==> src/design/mwm_pkg.sv <==
// mecanum wheel mixer package: sizes, item types and helper functions
// shared by the front, the queue and the back of the mixer
// no dependencies

package mwm_pkg;

    // drive limit that every command and every wheel speed is held to
    localparam int DRIVE_LIMIT = 100;

    // field widths
    localparam int CMD_W    = 16;
    localparam int WHEEL_W  = 8;
    localparam int WHEELS   = 4;

    // saturated command, mixed wheel value and its magnitude
    localparam int LIM_W    = $clog2(DRIVE_LIMIT + 1) + 1;
    localparam int MAG_W    = $clog2(3 * DRIVE_LIMIT + 1);
    localparam int MIX_W    = MAG_W + 1;

    // rescale divider: quotient bits and dividend width
    localparam int QUO_W    = $clog2(DRIVE_LIMIT + 1);
    localparam int DVD_W    = MAG_W + QUO_W;

    // queue between front and back
    localparam int QUEUE_DEPTH = 4;
    localparam int QPTR_W      = $clog2(QUEUE_DEPTH);
    localparam int QCNT_W      = $clog2(QUEUE_DEPTH + 1);

    // wheel lanes in physical channel order
    localparam int WHEEL_FR = 0;
    localparam int WHEEL_FL = 1;
    localparam int WHEEL_BL = 2;
    localparam int WHEEL_BR = 3;

    // mixed item handed from front to back
    typedef struct packed {
        logic [WHEELS-1:0][MIX_W-1:0] wheel;
        logic [MAG_W-1:0]             peak;
        logic                         scale;
    } mix_item_t;

    // one stage of the rescale divider
    typedef struct packed {
        logic [WHEELS-1:0]            neg;
        logic [WHEELS-1:0][MIX_W-1:0] wheel;
        logic [WHEELS-1:0][DVD_W-1:0] dvd;
        logic [WHEELS-1:0][MAG_W-1:0] rem;
        logic [WHEELS-1:0][QUO_W-1:0] quo;
        logic [MAG_W-1:0]             peak;
        logic                         scale;
    } div_stage_t;

    // clamp a command to plus or minus the drive limit
    function automatic logic signed [LIM_W-1:0] sat_cmd(input logic signed [CMD_W-1:0] v);
        logic signed [CMD_W-1:0] lim;
        lim = CMD_W'(DRIVE_LIMIT);
        if (v > lim)
            return LIM_W'(DRIVE_LIMIT);
        else if (v < -lim)
            return -LIM_W'(DRIVE_LIMIT);
        else
            return LIM_W'(v);
    endfunction

    // magnitude of a mixed wheel value
    function automatic logic [MAG_W-1:0] mag_of(input logic signed [MIX_W-1:0] v);
        logic signed [MIX_W-1:0] n;
        n = -v;
        return v[MIX_W-1] ? MAG_W'(n) : MAG_W'(v);
    endfunction

    // low byte of the two's complement wheel value
    function automatic logic [WHEEL_W-1:0] to_field8(input logic signed [MIX_W-1:0] v);
        logic signed [31:0] w;
        w = 32'(v);
        return w[WHEEL_W-1:0];
    endfunction

endpackage

==> src/design/mwm_front.sv <==
// mixer front: clamps the commands, mixes four wheel values and finds the peak
// depends on mwm_pkg

module mwm_front (
    input  logic                            clk,
    input  logic                            rst_n,
    input  logic                            in_valid,
    output logic                            in_ready,
    input  logic signed [mwm_pkg::CMD_W-1:0] forward_cmd,
    input  logic signed [mwm_pkg::CMD_W-1:0] strafe_cmd,
    input  logic signed [mwm_pkg::CMD_W-1:0] yaw_cmd,
    output logic                            out_valid,
    input  logic                            out_ready,
    output mwm_pkg::mix_item_t              out_item
);

    logic signed [mwm_pkg::LIM_W-1:0] x_sat, y_sat, w_sat;
    logic signed [mwm_pkg::MIX_W-1:0] x_ext, y_ext, w_ext;
    logic signed [mwm_pkg::MIX_W-1:0] fr, fl, bl, br;
    logic [mwm_pkg::MAG_W-1:0]        mag_fr, mag_fl, mag_bl, mag_br;
    logic [mwm_pkg::MAG_W-1:0]        max_a, max_b, peak;
    mwm_pkg::mix_item_t               item_next;
    mwm_pkg::mix_item_t               item_reg;
    logic                             valid_reg;

    // clamp and mix
    always_comb
    begin
        x_sat = mwm_pkg::sat_cmd(forward_cmd);
        y_sat = mwm_pkg::sat_cmd(strafe_cmd);
        w_sat = mwm_pkg::sat_cmd(yaw_cmd);
        x_ext = mwm_pkg::MIX_W'(x_sat);
        y_ext = mwm_pkg::MIX_W'(y_sat);
        w_ext = mwm_pkg::MIX_W'(w_sat);
        fl = x_ext + y_ext + w_ext;
        fr = x_ext - y_ext - w_ext;
        bl = x_ext - y_ext + w_ext;
        br = x_ext + y_ext - w_ext;
    end

    // largest magnitude over a two-level compare tree
    always_comb
    begin
        mag_fr = mwm_pkg::mag_of(fr);
        mag_fl = mwm_pkg::mag_of(fl);
        mag_bl = mwm_pkg::mag_of(bl);
        mag_br = mwm_pkg::mag_of(br);
        max_a  = (mag_fr > mag_fl) ? mag_fr : mag_fl;
        max_b  = (mag_bl > mag_br) ? mag_bl : mag_br;
        peak   = (max_a > max_b) ? max_a : max_b;
    end

    // item in physical channel order
    always_comb
    begin
        item_next.wheel[mwm_pkg::WHEEL_FR] = fr;
        item_next.wheel[mwm_pkg::WHEEL_FL] = fl;
        item_next.wheel[mwm_pkg::WHEEL_BL] = bl;
        item_next.wheel[mwm_pkg::WHEEL_BR] = br;
        item_next.peak  = peak;
        item_next.scale = (peak > mwm_pkg::MAG_W'(mwm_pkg::DRIVE_LIMIT));
    end

    // output register, refilled whenever it empties or is taken
    assign in_ready = !valid_reg || out_ready;

    always_ff @(posedge clk or negedge rst_n)
    begin
        if (!rst_n)
            valid_reg <= 1'b0;
        else if (in_ready)
            valid_reg <= in_valid;
    end

    always_ff @(posedge clk)
    begin
        if (in_ready && in_valid)
            item_reg <= item_next;
    end

    assign out_valid = valid_reg;
    assign out_item  = item_reg;

endmodule

==> src/design/mwm_queue.sv <==
// short queue of mixed items between the front and the back
// depends on mwm_pkg

module mwm_queue (
    input  logic               clk,
    input  logic               rst_n,
    input  logic               in_valid,
    output logic               in_ready,
    input  mwm_pkg::mix_item_t in_item,
    output logic               out_valid,
    input  logic               out_ready,
    output mwm_pkg::mix_item_t out_item
);

    mwm_pkg::mix_item_t               entry_reg [mwm_pkg::QUEUE_DEPTH];
    logic [mwm_pkg::QPTR_W-1:0]       wr_ptr_reg, rd_ptr_reg;
    logic [mwm_pkg::QCNT_W-1:0]       count_reg, count_next;
    logic                             push, pop;

    assign in_ready  = (count_reg != mwm_pkg::QCNT_W'(mwm_pkg::QUEUE_DEPTH));
    assign out_valid = (count_reg != '0);
    assign push      = in_valid && in_ready;
    assign pop       = out_valid && out_ready;
    assign out_item  = entry_reg[rd_ptr_reg];

    // fill count
    always_comb
    begin
        count_next = count_reg;
        if (push && !pop)
            count_next = count_reg + 1'b1;
        else if (pop && !push)
            count_next = count_reg - 1'b1;
    end

    // pointers and count
    always_ff @(posedge clk or negedge rst_n)
    begin
        if (!rst_n)
        begin
            wr_ptr_reg <= '0;
            rd_ptr_reg <= '0;
            count_reg  <= '0;
        end
        else
        begin
            if (push)
                wr_ptr_reg <= (wr_ptr_reg == mwm_pkg::QPTR_W'(mwm_pkg::QUEUE_DEPTH - 1))
                              ? '0 : wr_ptr_reg + 1'b1;
            if (pop)
                rd_ptr_reg <= (rd_ptr_reg == mwm_pkg::QPTR_W'(mwm_pkg::QUEUE_DEPTH - 1))
                              ? '0 : rd_ptr_reg + 1'b1;
            count_reg <= count_next;
        end
    end

    // entry storage
    always_ff @(posedge clk)
    begin
        if (push)
            entry_reg[wr_ptr_reg] <= in_item;
    end

endmodule

==> src/design/mwm_back.sv <==
// mixer back: pipelined restoring divider that rescales the wheels by limit/peak,
// one quotient bit per stage for all four wheels, then the output register
// depends on mwm_pkg

module mwm_back (
    input  logic                                         clk,
    input  logic                                         rst_n,
    input  logic                                         in_valid,
    output logic                                         in_ready,
    input  mwm_pkg::mix_item_t                           in_item,
    output logic                                         out_valid,
    input  logic                                         out_ready,
    output logic [mwm_pkg::WHEELS-1:0][mwm_pkg::WHEEL_W-1:0] out_wheel
);

    mwm_pkg::div_stage_t stage_next [mwm_pkg::QUO_W+1];
    mwm_pkg::div_stage_t stage_reg  [mwm_pkg::QUO_W+1];
    logic [mwm_pkg::QUO_W:0]                               valid_reg;
    logic [mwm_pkg::WHEELS-1:0][mwm_pkg::WHEEL_W-1:0]      wheel_next, wheel_reg;
    logic                                                  out_valid_reg;
    logic                                                  advance;

    // the whole pipeline moves unless a finished item waits at the output
    assign advance  = !out_valid_reg || out_ready;
    assign in_ready = advance;

    // load stage: split sign, scale the magnitude by the limit
    always_comb
    begin
        stage_next[0].wheel = in_item.wheel;
        stage_next[0].peak  = in_item.peak;
        stage_next[0].scale = in_item.scale;
        for (int l = 0; l < mwm_pkg::WHEELS; l++)
        begin
            stage_next[0].neg[l] = in_item.wheel[l][mwm_pkg::MIX_W-1];
            stage_next[0].dvd[l] = mwm_pkg::DVD_W'(mwm_pkg::mag_of(in_item.wheel[l]))
                                   * mwm_pkg::DVD_W'(mwm_pkg::DRIVE_LIMIT);
            stage_next[0].rem[l] = stage_next[0].dvd[l][mwm_pkg::DVD_W-1:mwm_pkg::QUO_W];
            stage_next[0].quo[l] = '0;
        end
    end

    // divider stages, one quotient bit each
    for (genvar s = 1; s <= mwm_pkg::QUO_W; s++)
    begin : g_div
        always_comb
        begin
            logic [mwm_pkg::MAG_W:0] trial;
            logic [mwm_pkg::MAG_W:0] divisor;
            stage_next[s] = stage_reg[s-1];
            divisor = {1'b0, stage_reg[s-1].peak};
            for (int l = 0; l < mwm_pkg::WHEELS; l++)
            begin
                trial = {stage_reg[s-1].rem[l], stage_reg[s-1].dvd[l][mwm_pkg::QUO_W-s]};
                if (trial >= divisor)
                begin
                    stage_next[s].rem[l] = mwm_pkg::MAG_W'(trial - divisor);
                    stage_next[s].quo[l] = (stage_reg[s-1].quo[l] << 1) | mwm_pkg::QUO_W'(1);
                end
                else
                begin
                    stage_next[s].rem[l] = mwm_pkg::MAG_W'(trial);
                    stage_next[s].quo[l] = stage_reg[s-1].quo[l] << 1;
                end
            end
        end
    end

    // put the sign back on the quotient, or pass the wheel through
    always_comb
    begin
        logic signed [mwm_pkg::MIX_W-1:0] q;
        logic signed [mwm_pkg::MIX_W-1:0] v;
        for (int l = 0; l < mwm_pkg::WHEELS; l++)
        begin
            q = mwm_pkg::MIX_W'(stage_reg[mwm_pkg::QUO_W].quo[l]);
            if (stage_reg[mwm_pkg::QUO_W].scale)
                v = stage_reg[mwm_pkg::QUO_W].neg[l] ? -q : q;
            else
                v = stage_reg[mwm_pkg::QUO_W].wheel[l];
            wheel_next[l] = mwm_pkg::to_field8(v);
        end
    end

    // stage valids and output valid
    always_ff @(posedge clk or negedge rst_n)
    begin
        if (!rst_n)
        begin
            valid_reg     <= '0;
            out_valid_reg <= 1'b0;
        end
        else if (advance)
        begin
            valid_reg     <= {valid_reg[mwm_pkg::QUO_W-1:0], in_valid};
            out_valid_reg <= valid_reg[mwm_pkg::QUO_W];
        end
    end

    // stage payloads
    always_ff @(posedge clk)
    begin
        if (advance)
        begin
            for (int s = 0; s <= mwm_pkg::QUO_W; s++)
                stage_reg[s] <= stage_next[s];
            wheel_reg <= wheel_next;
        end
    end

    assign out_valid = out_valid_reg;
    assign out_wheel = wheel_reg;

endmodule

==> src/design/mecanum_wheel_mixer_core.sv <==
// mecanum wheel mixer top level: front, queue and rescale back end
// depends on mwm_pkg, mwm_front, mwm_queue, mwm_back
//
// usage
//   s_axis carries one drive command per item: forward, strafe and yaw, each
//   signed 16 bits. m_axis returns one item per command with the four wheel
//   speeds in physical channel order fr, fl, bl, br, signed 8 bits each.
//   commands are clamped to the drive limit, mixed, and if the largest wheel
//   magnitude is above the limit all wheels are scaled by limit/peak with
//   truncation toward zero.
// timing
//   from accept to output valid an item passes the front register, a queue
//   slot, the divider load stage, one divider stage per quotient bit, and the
//   output register. one item is accepted every cycle unless the front
//   register and the queue are both full; the divider is a pipeline, one
//   quotient bit per stage across all four wheels.
// reset and stall
//   reset empties the front register, the queue and the divider pipeline.
//   when m_axis stalls the divider pipeline holds, the queue fills, and
//   s_axis_tready drops once the front register and the queue are both full.

module mecanum_wheel_mixer_core (
    input  logic        clk,
    input  logic        rst_n,
    input  logic        s_axis_tvalid,
    output logic        s_axis_tready,
    // [15:0] forward_cmd, [31:16] strafe_cmd, [47:32] yaw_cmd
    input  logic [47:0] s_axis_tdata,
    output logic        m_axis_tvalid,
    input  logic        m_axis_tready,
    // [7:0] wheel_front_right, [15:8] wheel_front_left,
    // [23:16] wheel_back_left, [31:24] wheel_back_right
    output logic [31:0] m_axis_tdata
);

    logic                 front_valid, queue_ready;
    mwm_pkg::mix_item_t   front_item;
    logic                 queue_valid, back_ready;
    mwm_pkg::mix_item_t   queue_item;
    logic [mwm_pkg::WHEELS-1:0][mwm_pkg::WHEEL_W-1:0] wheel;

    // clamp, mix, peak
    mwm_front u_front (
        .clk         (clk),
        .rst_n       (rst_n),
        .in_valid    (s_axis_tvalid),
        .in_ready    (s_axis_tready),
        .forward_cmd (s_axis_tdata[15:0]),
        .strafe_cmd  (s_axis_tdata[31:16]),
        .yaw_cmd     (s_axis_tdata[47:32]),
        .out_valid   (front_valid),
        .out_ready   (queue_ready),
        .out_item    (front_item)
    );

    // decoupling queue
    mwm_queue u_queue (
        .clk       (clk),
        .rst_n     (rst_n),
        .in_valid  (front_valid),
        .in_ready  (queue_ready),
        .in_item   (front_item),
        .out_valid (queue_valid),
        .out_ready (back_ready),
        .out_item  (queue_item)
    );

    // rescale divider and output register
    mwm_back u_back (
        .clk       (clk),
        .rst_n     (rst_n),
        .in_valid  (queue_valid),
        .in_ready  (back_ready),
        .in_item   (queue_item),
        .out_valid (m_axis_tvalid),
        .out_ready (m_axis_tready),
        .out_wheel (wheel)
    );

    assign m_axis_tdata = wheel;

    // every wheel speed within the drive limit whenever the limit fits a byte
    logic wheels_in_range;

    always_comb
    begin
        wheels_in_range = 1'b1;
        for (int l = 0; l < mwm_pkg::WHEELS; l++)
        begin
            if ($signed(wheel[l]) > $signed(mwm_pkg::WHEEL_W'(mwm_pkg::DRIVE_LIMIT))
                || $signed(wheel[l]) < -$signed(mwm_pkg::WHEEL_W'(mwm_pkg::DRIVE_LIMIT)))
                wheels_in_range = 1'b0;
        end
    end

    // wheel speeds on m_axis never leave the limit
    assert property (@(posedge clk) disable iff (!rst_n)
        (m_axis_tvalid && (mwm_pkg::DRIVE_LIMIT <= 127)) |-> wheels_in_range)
        else $error("wheel speed beyond drive limit");

    // a held front item with a full queue must block new commands
    assert property (@(posedge clk) disable iff (!rst_n)
        (front_valid && !queue_ready) |-> !s_axis_tready)
        else $error("command accepted while front item is blocked");

    // the back end takes from the queue only when its pipeline can move
    assert property (@(posedge clk) disable iff (!rst_n)
        (m_axis_tvalid && !m_axis_tready) |-> !back_ready)
        else $error("divider advanced while output is stalled");

endmodule

==> config.mk <==
export PLATFORM = sky130hd
export DESIGN_NAME = mecanum_wheel_mixer_core
export DESIGN_NICKNAME = d
export VERILOG_FILES = /design/src/design/mwm_pkg.sv /design/src/design/mwm_front.sv /design/src/design/mwm_queue.sv /design/src/design/mwm_back.sv /design/src/design/mecanum_wheel_mixer_core.sv
export SDC_FILE = /design/constraint.sdc
export NUM_CORES = 2
export LEC_CHECK = 0
export ABC_CLOCK_PERIOD_IN_PS = 22600
export BUFFER_PORTS_ARGS = -buffer_cell sky130_fd_sc_hd__buf_4
export CAP_MARGIN = 20
export CELL_PAD_IN_SITES_DETAIL_PLACEMENT = 0
export CELL_PAD_IN_SITES_GLOBAL_PLACEMENT = 1
export CORE_AREA = 2 2 402 364
export DETAILED_ROUTE_END_ITERATION = 12
export DIE_AREA = 0 0 404 366
export PLACE_DENSITY = 0.69
export SLEW_MARGIN = 20
export SYNTH_ARGS = -nofsm -noshare
export SYNTH_HDL_FRONTEND = slang
export SYNTH_SLANG_ARGS = --single-unit
==> constraint.sdc <==
create_clock -name clk -period 22.6 [get_ports clk]
set_input_delay 2.26 -clock clk [delete_from_list [all_inputs] [get_ports clk]]
set_output_delay 2.26 -clock clk [all_outputs]
set_load 0.01 [all_outputs]
==> results_dict.tcl <==
set metrics [dict create \
    status "complete, no violations" \
    clock-skew-final_ns 0.0149 \
    synthArstFlopShare_pct 1.68 \
    largest_register_ff_count 730 \
    insertion_delay_ns 0.67 \
    avgSynthCellArea_sq_um 13.5 \
    critical_path.max_fanout 10 \
    antenna_found_initial 4 \
    grt-ovfl-total 0 \
    syn2layout_area_growth_pct 12.2 \
    cpPeakStageDelay_ns 0.56 \
    hold_class "reg -> reg" \
    maxCapViolations 0 \
    path_common_cell "a21oi_1" \
    tns_ns 0 \
    grt_pass1_wl_mm 162 \
    drc 0 \
    finalHoldViolCount 0 \
    gr-usage-all-layers_pct 13.9 \
    tightest_slew_ns 1.15 \
    rows 132 \
    drive_gt1_share_pct 10.2 \
    cp-start-kind "primary input" \
    dr.pass1.iters 5 \
    cp_slowest_cell "or4_1" \
    final_cell_mix "edfxtp_1, ha_1, a21oi_1" \
    grt_pass1_vias 28400 \
    syn_area_sq_um 51500 \
    drv_slew 0 \
    arrival_ns 10.78 \
    fin_nets 4522 \
    relSlewSlack_pct 23.6 \
    die_h_microns 366 \
    wl_per_cell_microns 17.2 \
    dieArea_sq_um 148000 \
    cts_setup_buffers 0 \
    crit_type "in -> reg" \
    drtAntennaViolNets 0 \
    hold_buffers 0 \
    setup_viol 0 \
    core_sq_um 143000 \
    numCtsBuffers 100 \
    h-tree-depth 3 \
    ys_warn_count 0 \
    numPortBuffers 85 \
    via_count 28500 \
    rsz0062_at_grt "no" \
    min_period_ns 10.39 \
    via_per_inst 4.82 \
    worst_setup_path_end_kind "flip-flop" \
    die_w_microns 404 \
    totalWireLength_mm 102 \
    ys_ff_latch 1011 \
    cts_tree "yes" \
    dp_slack_ns 11.31 \
    synthCells 3813 \
    ys_seq_area_share_pct 58.8 \
    cts_resized 0 \
    root_buffer "clkbuf_16" \
    io_pins 86 \
    initial_core_util_pct 35.9 \
    crit_required_ns 22.99 \
    synth.distinct_cells 79 \
    drtIter0Drc 1479 \
    dp.final_hpwl_mm 75.6 \
    clockBufferDepth 3 \
    fin_ws_ns 12.21 \
    synth_edf_count 994 \
    synth_ff_type "edfxtp_1" \
    fin_crit_sh_pct 46.0 \
    layout_commonest_cell "edfxtp_1" \
    fmax_ghz 0.0963 \
    path_clk_slew_ns 0.06 \
    clkSinkCount 1011 \
    grt_max_degree 186 \
    gp_congestion 0.837 \
]
## worst paths after layout
kind | from | to | slack (ns) | cells after the start
max reg2reg | u_queue.rd_ptr_reg[0]$_DFFE_PN0P_ | u_back.stage_reg[0][105]$_DFFE_PN_ | 16.80 | 19
max in group asynchronous | rst_n | u_queue.rd_ptr_reg[1]$_DFFE_PN0P_ | 20.95 | 1
min in group asynchronous | rst_n | u_back.valid_reg[7]$_DFFE_PN0N_ | 1.45 | 1
max | s_axis_tdata[28] | u_front.out_item[0]$_DFFE_PP_ | 12.21 | 38
min reg2reg | u_back.stage_reg[0][718]$_DFFE_PN_ | u_back.stage_reg[1][172]$_DFFE_PN_ | 0.41 | 0
min | u_back.stage_reg[0][718]$_DFFE_PN_ | u_back.stage_reg[1][172]$_DFFE_PN_ | 0.41 | 0
## routing by layer
metal  routed length [microns]  GRT usage (%)  up-vias  share of wire [%]
met5                         0              0        -                  0
met4                      2890           4.36        0                2.8
met3                      3190           1.98      175                3.1
met2                     47500           22.7      388                 47
met1                     48300           19.0    13500                 47
li1                          -              -    14500                  -
## cell usage after synthesis, types with 59 or more instances
master	number	area, sq um
edfxtp_1	994	29800
nand4_1	61	382
nand2_1	122	458
xor2_1	82	718
nor2_1	286	1070
inv_1	267	1000
mux2_2	59	664
o21ai_0	111	556
ha_1	466	5830
nand2b_1	96	601
xnor2_1	207	1810
a21o_1	141	1060
nor2b_1	91	569
a21oi_1	311	1560
## through the flow
stage	cells	instance area (sq um)	utilization [%]	hold WS, ns
floorplan	3814	51500	-	0.400
global placement	5731	54400	37.9	0.400
detailed placement	5731	54400	37.9	0.405
CTS	5916	57800	40.3	0.408
global route	5916	57800	40.3	0.415
finish	5917	57800	40.3	0.408
## worst max-delay path, delay by kind of cell
kind	cells	cell delay [ns]
AOI/OAI and AO/OA	16	3.15
and+or+nand+nor	12	2.98
adders and majority gates	4	1.32
xor gates and xnor gates	2	0.42
muxes	1	0.34
buffers and inverters	3	0.28
## kinds of logic (layout without fill, tap and decap cells)
kind of cell    after synthesis  after routing  synth area share, %
xor+xnor                    289            289                 4.92
buf+inv                     330            556                 2.46
compound gates              768            768                 9.50
flops                      1011           1011                 58.8
fa+ha+maj                   513            513                 13.2
mux                         124            124                 3.69
simple gates                777            777                 7.49
other cells                   1              3              0.00728
## layout make-up
| cell class | instances | area (sq um) |
|---|---|---|
| fillers | 13300 | 85600 |
| flip-flops and latches | 1011 | 30300 |
| multi-input cells | 2473 | 20000 |
| clock buffers | 119 | 2620 |
| well taps | 1876 | 2350 |
| inverters | 268 | 1010 |
| repair buffers | 103 | 786 |
| clock inverters | 66 | 778 |
| diodes | 1 | 2.50 |
Power is not shown: default switching activity piles up to over one toggle a cycle in this logic, so the estimate is an artifact.
